[config.mk]
export PLATFORM = sky130hd
export DESIGN_NAME = sam_record_line_validator
export DESIGN_NICKNAME = d
export VERILOG_FILES = /design/src/design/srlv_pkg.sv /design/src/design/sam_record_line_validator.sv /design/src/design/srlv_classify.sv /design/src/design/srlv_step.sv
export SDC_FILE = /design/constraint.sdc
export NUM_CORES = 1
export LEC_CHECK = 0
export ABC_AREA = 1
export BUFFER_PORTS_ARGS = -buffer_cell sky130_fd_sc_hd__buf_2
export CORE_MARGIN = 2
export CORE_UTILIZATION = 52
export CTS_CLUSTER_DIAMETER = 30
export DETAILED_ROUTE_END_ITERATION = 10
export MAX_ROUTING_LAYER = met4
export PLACE_DENSITY = 0.7
export SYNTH_ARGS = -nofsm -noshare
export SYNTH_HDL_FRONTEND = slang
export SYNTH_SLANG_ARGS = --single-unit
[constraint.sdc]
create_clock -name clk_i -period 5.7 [get_ports clk_i]
set_clock_uncertainty 0.15 [all_clocks]
set_input_delay 1.14 -clock clk_i [delete_from_list [all_inputs] [get_ports clk_i]]
set_output_delay 1.14 -clock clk_i [all_outputs]
set_load 0.02 [all_outputs]
[src/design/srlv_pkg.sv]
// Package with the types and constants of the SAM record line validator.
package srlv_pkg;

  localparam int unsigned ByteW   = 8;
  localparam int unsigned ColW    = 4;
  localparam int unsigned CfgIdxW = 2;
  localparam int unsigned CfgW    = 64;
  localparam int unsigned MapW    = 256;

  localparam logic [ByteW-1:0] ChAt   = 8'h40;
  localparam logic [ByteW-1:0] ChNl   = 8'h0A;
  localparam logic [ByteW-1:0] ChTab  = 8'h09;
  localparam logic [ByteW-1:0] ChDash = 8'h2D;
  localparam logic [ByteW-1:0] ChSp   = 8'h20;
  localparam logic [ByteW-1:0] ChCr   = 8'h0D;
  localparam logic [ByteW-1:0] Ch0    = 8'h30;
  localparam logic [ByteW-1:0] Ch9    = 8'h39;

  localparam logic [CfgIdxW-1:0] RegSeq0  = 2'd0;
  localparam logic [CfgIdxW-1:0] RegSeq1  = 2'd1;
  localparam logic [CfgIdxW-1:0] RegSeq2  = 2'd2;
  localparam logic [CfgIdxW-1:0] RegSeq3  = 2'd3;

  localparam logic [CfgW-1:0] Seq0Rst = 64'd0;
  localparam logic [CfgW-1:0] Seq1Rst = 64'd215163009582786974;
  localparam logic [CfgW-1:0] Seq2Rst = 64'd0;
  localparam logic [CfgW-1:0] Seq3Rst = 64'd0;

  localparam logic [ColW-1:0] ColQname = 4'd1;
  localparam logic [ColW-1:0] ColFlag  = 4'd2;
  localparam logic [ColW-1:0] ColRname = 4'd3;
  localparam logic [ColW-1:0] ColPos   = 4'd4;
  localparam logic [ColW-1:0] ColMapq  = 4'd5;
  localparam logic [ColW-1:0] ColCigar = 4'd6;
  localparam logic [ColW-1:0] ColRnext = 4'd7;
  localparam logic [ColW-1:0] ColPnext = 4'd8;
  localparam logic [ColW-1:0] ColTlen  = 4'd9;
  localparam logic [ColW-1:0] ColSeq   = 4'd10;
  localparam logic [ColW-1:0] ColQual  = 4'd11;
  localparam logic [ColW-1:0] ColLater = 4'd12;

  typedef enum logic [3:0] {
    PhStart  = 4'b0001,
    PhHeader = 4'b0010,
    PhRecord = 4'b0100,
    PhDone   = 4'b1000
  } srlv_phase_e;

  typedef struct packed {
    logic ws;
    logic dig;
    logic dash;
    logic tab;
    logic nl;
    logic at;
    logic seq;
  } srlv_class_t;

  typedef struct packed {
    logic have;
    logic verdict;
  } srlv_res_t;

endpackage

[src/design/sam_record_line_validator.sv]
// Top level of the SAM record line validator.
// Bytes of a text buffer enter on the slave stream, one per item: tdata carries
// the byte and tlast marks the final byte of the buffer. Each buffer yields
// exactly one verdict item on the master stream, where bit 0 of tdata is 1 when
// the buffer looks like SAM alignment data. The verdict is given at the first
// bad byte, at the newline closing the first record line, or at the last byte.
// The SEQ character set is a 256-bit bitmap written as four 64-bit registers
// through the configuration port; the user must write them only while the
// block is idle; the block does not enforce it. A byte is captured in an input
// register and judged there; its verdict is stored in a result register and
// offered from it. One byte is accepted every cycle unless the stall below
// holds them back; the two registers let bytes flow on while a verdict waits.
// When the receiver stalls with a verdict pending, a byte that yields another
// verdict waits in the input register and holds back further bytes.
// Reset empties both registers, returns the parser to the start of a buffer
// and loads the default SEQ bitmap of IUPAC letters in both cases.
module sam_record_line_validator
  import srlv_pkg::*;
(
  input  logic               clk_i,
  input  logic               rst_ni,
  input  logic               cfg_we_i,
  input  logic [CfgIdxW-1:0] cfg_addr_i,
  input  logic [CfgW-1:0]    cfg_data_i,
  input  logic               s_axis_tvalid_i,
  output logic               s_axis_tready_o,
  input  logic [7:0]         s_axis_tdata_i,  // [7:0] byte_value
  input  logic               s_axis_tlast_i,  // last_byte
  output logic               m_axis_tvalid_o,
  input  logic               m_axis_tready_i,
  output logic [7:0]         m_axis_tdata_o   // [0] is_valid, [7:1] zero
);

  logic [CfgW-1:0]  seq0_q, seq1_q, seq2_q, seq3_q;
  logic             in_valid_q;
  logic [ByteW-1:0] in_byte_q;
  logic             in_last_q;
  logic             out_valid_q;
  logic             out_data_q;
  logic             advance;
  srlv_class_t      byte_class;
  srlv_res_t        res;
  srlv_phase_e      phase;
  logic [ColW-1:0]  col;

  always_ff @(posedge clk_i or negedge rst_ni) begin
    if (!rst_ni) begin
      seq0_q <= Seq0Rst;
      seq1_q <= Seq1Rst;
      seq2_q <= Seq2Rst;
      seq3_q <= Seq3Rst;
    end else if (cfg_we_i) begin
      case (cfg_addr_i)
        RegSeq0: seq0_q <= cfg_data_i;
        RegSeq1: seq1_q <= cfg_data_i;
        RegSeq2: seq2_q <= cfg_data_i;
        RegSeq3: seq3_q <= cfg_data_i;
        default: ;
      endcase
    end
  end

  srlv_classify u_classify (
    .byte_i    (in_byte_q),
    .seq_map_i ({seq3_q, seq2_q, seq1_q, seq0_q}),
    .class_o   (byte_class)
  );

  srlv_step u_step (
    .clk_i     (clk_i),
    .rst_ni    (rst_ni),
    .advance_i (advance),
    .class_i   (byte_class),
    .last_i    (in_last_q),
    .res_o     (res),
    .phase_o   (phase),
    .col_o     (col)
  );

  assign advance         = in_valid_q && (!res.have || !out_valid_q || m_axis_tready_i);
  assign s_axis_tready_o = !in_valid_q || advance;

  always_ff @(posedge clk_i or negedge rst_ni) begin
    if (!rst_ni) begin
      in_valid_q <= 1'b0;
    end else if (s_axis_tready_o) begin
      in_valid_q <= s_axis_tvalid_i;
    end
  end

  always_ff @(posedge clk_i) begin
    if (s_axis_tready_o && s_axis_tvalid_i) begin
      in_byte_q <= s_axis_tdata_i;
      in_last_q <= s_axis_tlast_i;
    end
  end

  always_ff @(posedge clk_i or negedge rst_ni) begin
    if (!rst_ni) begin
      out_valid_q <= 1'b0;
    end else if (advance && res.have) begin
      out_valid_q <= 1'b1;
    end else if (m_axis_tready_i) begin
      out_valid_q <= 1'b0;
    end
  end

  always_ff @(posedge clk_i) begin
    if (advance && res.have) begin
      out_data_q <= res.verdict;
    end
  end

  assign m_axis_tvalid_o = out_valid_q;
  assign m_axis_tdata_o  = {7'd0, out_data_q};

  // A new verdict never overwrites one that the receiver has not taken.
  assert property (@(posedge clk_i) disable iff (!rst_ni)
    !(advance && res.have && out_valid_q && !m_axis_tready_i))
    else $error("verdict overwritten while stalled");

  // A pending verdict keeps its value until it is taken.
  assert property (@(posedge clk_i) disable iff (!rst_ni)
    out_valid_q && !m_axis_tready_i |=> out_valid_q && $stable(out_data_q))
    else $error("pending verdict changed");

  // The last byte of a buffer returns the parser to the start of a buffer.
  assert property (@(posedge clk_i) disable iff (!rst_ni)
    advance && in_last_q |=> phase == PhStart && col == ColQname)
    else $error("parser not cleared after last byte");

  // A byte is only consumed when it is held in the input register.
  assert property (@(posedge clk_i) disable iff (!rst_ni)
    advance |-> in_valid_q)
    else $error("advance without a held byte");

endmodule

[src/design/srlv_classify.sv]
// Byte classifier: whitespace, digit, dash, tab, newline, '@' and SEQ bitmap membership.
module srlv_classify
  import srlv_pkg::*;
(
  input  logic [ByteW-1:0] byte_i,
  input  logic [MapW-1:0]  seq_map_i,
  output srlv_class_t      class_o
);

  always_comb begin
    class_o.ws   = (byte_i == ChSp) || (byte_i inside {[ChTab:ChCr]});
    class_o.dig  = byte_i inside {[Ch0:Ch9]};
    class_o.dash = (byte_i == ChDash);
    class_o.tab  = (byte_i == ChTab);
    class_o.nl   = (byte_i == ChNl);
    class_o.at   = (byte_i == ChAt);
    class_o.seq  = seq_map_i[byte_i];
  end

endmodule

[src/design/srlv_step.sv]
// Parser state and the per-byte verdict logic of the validator.
module srlv_step
  import srlv_pkg::*;
(
  input  logic        clk_i,
  input  logic        rst_ni,
  input  logic        advance_i,
  input  srlv_class_t class_i,
  input  logic        last_i,
  output srlv_res_t   res_o,
  output srlv_phase_e phase_o,
  output logic [ColW-1:0] col_o
);

  srlv_phase_e     phase_q, phase_d;
  logic [ColW-1:0] col_q, col_d;
  logic            prev_ws_q, prev_ws_d;
  logic            byte_ok;

  always_comb begin
    case (col_q)
      ColQname, ColRname, ColCigar, ColRnext, ColQual: byte_ok = !class_i.ws;
      ColFlag, ColPos, ColMapq, ColPnext:              byte_ok = class_i.dig;
      ColTlen:                                         byte_ok = class_i.dig || class_i.dash;
      ColSeq:                                          byte_ok = class_i.seq;
      default:                                         byte_ok = 1'b1;
    endcase
  end

  always_comb begin
    phase_d     = phase_q;
    col_d       = col_q;
    prev_ws_d   = prev_ws_q;
    res_o       = '0;
    if (phase_q != PhDone) begin
      if (phase_q == PhStart && class_i.at) begin
        phase_d = PhHeader;
      end else if (phase_q == PhHeader) begin
        if (class_i.nl) begin
          phase_d = PhStart;
        end
      end else begin
        phase_d = PhRecord;
        if (class_i.nl) begin
          res_o.have    = 1'b1;
          res_o.verdict = (col_q >= ColQual);
        end else if (class_i.tab) begin
          if (prev_ws_q) begin
            res_o.have = 1'b1;
          end else if (col_q < ColLater) begin
            col_d = col_q + 1'b1;
          end
        end else if (!byte_ok) begin
          res_o.have = 1'b1;
        end
        if (res_o.have) begin
          phase_d = PhDone;
        end
      end
      prev_ws_d = class_i.ws;
      if (last_i && !res_o.have) begin
        res_o.have    = 1'b1;
        res_o.verdict = 1'b1;
      end
    end
    if (last_i) begin
      phase_d   = PhStart;
      col_d     = ColQname;
      prev_ws_d = 1'b1;
    end
  end

  always_ff @(posedge clk_i or negedge rst_ni) begin
    if (!rst_ni) begin
      phase_q   <= PhStart;
      col_q     <= ColQname;
      prev_ws_q <= 1'b1;
    end else if (advance_i) begin
      phase_q   <= phase_d;
      col_q     <= col_d;
      prev_ws_q <= prev_ws_d;
    end
  end

  assign phase_o = phase_q;
  assign col_o   = col_q;

endmodule
==> flow_metrics.env <==
export IMPL_intPower_mw=5.095
export IMPL_synth_warnings=0
export IMPL_synthToLayoutAreaGrowth_pct=18.65
export IMPL_yosysTopAreaCell="dfrtp_1"
export IMPL_crit_path_start_kind="register"
export IMPL_syn_avg_cell_area_um2=7.620
export IMPL_reg2reg_from="in_byte_q[0]$_DFFE_PP_"
export IMPL_grt_setup_unrepaired="no"
export IMPL_pwr_share_clk=0.492
export IMPL_dr_pass1_iters=6
export IMPL_cp_top_family="simple AND/OR/NAND/NOR gates"
export IMPL_grt_usage=0.2770
export IMPL_final_nets=1910
export IMPL_tightest_slew_ns=0.9095
export IMPL_clkTransAtPathRegs_ns=0.05
export IMPL_maxClockFrequency_mhz=206.2
export IMPL_synth_area_leaders="dfrtp_1, nand2_1, o21ai_0"
export IMPL_pwr_share_comb=0.148
export IMPL_grt_pass1_vias=11354
export IMPL_p_leak_nw=8.202
export IMPL_hold_path_cell_count=2
export IMPL_cts_resized=0
export IMPL_synthMuxAreaShare=0
export IMPL_worstHoldPathType="register to register"
export IMPL_yosys_area_share_adder=0.003709
export IMPL_start_util=0.5328
export IMPL_crit_path_max_incr_delay_ns=0.56
export IMPL_crit_fanout=58
export IMPL_cp_slowest_cell="buf_4"
export IMPL_timing_rr_end="in_last_q$_DFFE_PP_"
export IMPL_cp_data_arrival_time_ns=3.56
export IMPL_crit_path_frequent_cell="nand2_1"
export IMPL_setup_ws_ns=0.8507
export IMPL_cts_tree="yes"
export IMPL_grt_ovfl_total=0
export IMPL_clkLatencyLatePin_ns=0.58
export IMPL_drv_cap=0
export IMPL_place_congestion=0.8799
export IMPL_yosysTopAreaCellShare=0.4302
export IMPL_p_per_area_nw_per_um2=445.3
export IMPL_cts_buffer_depth=3
export IMPL_critPathBufInv=4
export IMPL_drive_gt1_frac=0.1365
export IMPL_final_core_util=0.6322
export IMPL_synthDistinctLibCells=37
export IMPL_cts_root_buf="clkbuf_16"
export IMPL_power_mw=7.129
export IMPL_crit_chain="buf_4, nor2_2, buf_4, a21oi_1, nand3_1, nand3_1, nand2_1, nand2_1, nand2_1, o21ai_1, nand2_1, inv_1, nand2_1, nand2_1, nand2_1, nand2_1, nand2_2, nand2_2, nand4_1, buf_2"
export IMPL_status="completed"
export IMPL_synth_simple_area_share=0.2552
export IMPL_cts_sinks=277
export IMPL_reg2regPathDepth=21
export IMPL_grt_antenna_before_repair=0
export IMPL_die_h_um=165.1
export IMPL_numCtsBuffers=57
export IMPL_cp_required_ns=4.41
export IMPL_hold_violations=0
export IMPL_coreArea_um2=25330
export IMPL_cts_setup_buffers=0
export IMPL_wirelength_um=35320
export IMPL_swShare=0.2853
export IMPL_r2r_slack_ns=1.90
export IMPL_switchingPower_mw=2.034
export IMPL_min_from="seq2_q[9]$_DFFE_PN0P_"
export IMPL_path_class="register to primary output"
export IMPL_h_tree_depth=2
export IMPL_drv_slew=0
export IMPL_io_pins=90
export IMPL_die_x_um=165.1
export IMPL_ys_seq_elements=277
export IMPL_min_to="seq2_q[9]$_DFFE_PN0P_"
export IMPL_routedWlPerCell_um=16.02
export IMPL_synth_xor_area_frac=0.0006490
export IMPL_fin_setup_tns_ns=0
export IMPL_seq_area_frac_synth=0.5206
export IMPL_p_seq_frac=0.360
export IMPL_num_rows=58
export IMPL_port_buffers=82
export IMPL_hpwl_um=21690
export IMPL_endpoint_kind="primary output"
export IMPL_die_area_um2=27250
export IMPL_setup_violations=0
export IMPL_synth_top_family_by_area="simple AND/OR/NAND/NOR gates"
export IMPL_post_route_min_period_ns=4.849
export IMPL_route_vias_total=11723
export IMPL_synth_compound_area_frac=0.1197
export IMPL_grt_max_degree=118
export IMPL_netlist_area_um2=13490
export IMPL_num_antenna_cells=0
export IMPL_slew_headroom=0.3930
export IMPL_period_share=0.8508
export IMPL_postSynthCellCount=1771
export IMPL_dpl_worst_slack_ns=1.486
export IMPL_postCtsHoldBufs=0
export IMPL_remaining_drc_errors=0
export IMPL_drt_antenna_violating_nets=0
export IMPL_grt_pass1_wl_um=57930
export IMPL_drt_iter0_markers=916
export IMPL_via_per_inst=5.317
export IMPL_vdd_ir_drop_worst_mv=0.3081
==> layout make-up <==
class                      instances  area (um2)
multi-input combinational       1191        5194
clock buffer                      72        1585
tap                              330       412.9
inverter                         199       752.0
fill                            2200        9316
clock inverter                    36       473.0
timing repair buffer             100       568.0
sequential                       277        7025
==> Yosys cell counts <==
| cell | instances |
|---|---|
| buf_1 | 3 |
| clkbuf_1 | 57 |
| o21ai_1 | 15 |
| inv_2 | 4 |
| conb_1 | 1 |
| nand2_1 | 671 |
| o211ai_1 | 4 |
| a211oi_1 | 1 |
| nor4_2 | 1 |
| a21oi_2 | 1 |
| buf_4 | 18 |
| nand3_1 | 98 |
| and2_1 | 1 |
| nand3b_1 | 1 |
| o21bai_1 | 1 |
| nand4_1 | 11 |
| inv_1 | 192 |
| nand3_2 | 2 |
| o21ai_0 | 268 |
| a21oi_1 | 25 |
| a31oi_1 | 2 |
| nor2_1 | 63 |
| nor3_1 | 3 |
| dfstp_2 | 35 |
| nor4_1 | 3 |
| nor2_2 | 3 |
| clkinv_1 | 2 |
| buf_6 | 12 |
| inv_6 | 1 |
| edfxtp_1 | 10 |
| nand2_2 | 3 |
| dfrtp_1 | 232 |
| ha_1 | 4 |
| o31ai_1 | 1 |
| buf_2 | 20 |
| xor2_1 | 1 |
| nor2_4 | 1 |
==> state kept, by name, summed over array words and instances (netlist names) <==
signal            count
seq0_q               64
seq1_q               64
seq2_q               64
seq3_q               64
in_byte_q             8
u_step.col_o          4
u_step.phase_o        4
in_last_q             1
in_valid_q            1
m_axis_tvalid_o       1
out_data_q            1
u_step.prev_ws_q      1
==> logic make-up after synthesis <==
| kind of cell | count (synthesis) |
|---|---|
| adder cells (fa/ha/maj) | 4 |
| buffers and inverters | 309 |
| other | 1 |
| AND/OR/NAND/NOR | 861 |
| flip-flops | 277 |
| XOR/XNOR | 1 |
| AO/OA/AOI/OAI | 318 |
==> metrics by stage <==
step | instance area (um2) | cells | hold WS, ns
floorplan | 13520 | 1777 | 0.2919
global placement | 13950 | 2097 | 0.3101
detailed placement | 13950 | 2097 | 0.3230
CTS | 16010 | 2205 | 0.3350
global route | 16010 | 2205 | 0.3499
finish | 16010 | 2205 | 0.3334
==> layout by cell type (no fill, tap or decap), types with 5 or more instances in the layout <==
master	synthesis	routed
dfstp_2	35	35
nand3_1	98	94
buf_4	18	17
clkbuf_8	0	6
bufinv_16	0	9
nand4_1	11	11
inv_6	1	7
o21ai_1	15	15
clkbuf_16	0	59
clkinv_2	0	8
nor2_1	63	63
conb_1	1	7
dfrtp_1	232	232
a21oi_1	25	25
o21ai_0	268	268
clkinvlp_4	0	5
buf_2	20	81
nand2_1	671	671
clkbuf_1	57	7
edfxtp_1	10	10
clkinv_4	0	7
inv_1	192	192
==> power by group through the flow <==
stage	logic, mW	registers, mW	clock network [mW]
2_1_floorplan	0.798	2.52	0
3_3_place_gp	1.02	2.58	0
3_5_place_dp	1.05	2.58	0
4_1_cts	1.06	2.56	3.53
5_1_grt	1.23	2.61	3.63
6_report	1.06	2.57	3.50
==> per-layer routing <==
metal,track usage,share of wire,wire (um)
met3,0.04970,0.063,2228
met1,0.3708,0.45,15850
met4,0.09565,0.028,990
met2,0.4288,0.46,16250
met5,-,0,0
==> worst register-to-register path, delay by kind of cell, from the launching register on <==
kind	cells	cell delay [ns]
compound gates	1	0.20
simple gates	16	1.53
flops	1	0.46
buf+inv	4	1.10
==> how the worst max path moves through the flow <==
| stage | startpoint | to | depth (start not counted) |
|---|---|---|---|
| 2_1_floorplan | in_byte_q[0]$_DFFE_PP_ | s_axis_tready_o | 23 |
| 3_3_place_gp | in_byte_q[0]$_DFFE_PP_ | s_axis_tready_o | 22 |
| 3_5_place_dp | in_byte_q[1]$_DFFE_PP_ | s_axis_tready_o | 22 |
| 4_1_cts | in_byte_q[1]$_DFFE_PP_ | s_axis_tready_o | 22 |
| 5_1_grt | in_byte_q[0]$_DFFE_PP_ | s_axis_tready_o | 22 |
| 6_report | in_byte_q[0]$_DFFE_PP_ | s_axis_tready_o | 20 |
Note: power is estimated with default switching activity, not from simulation.
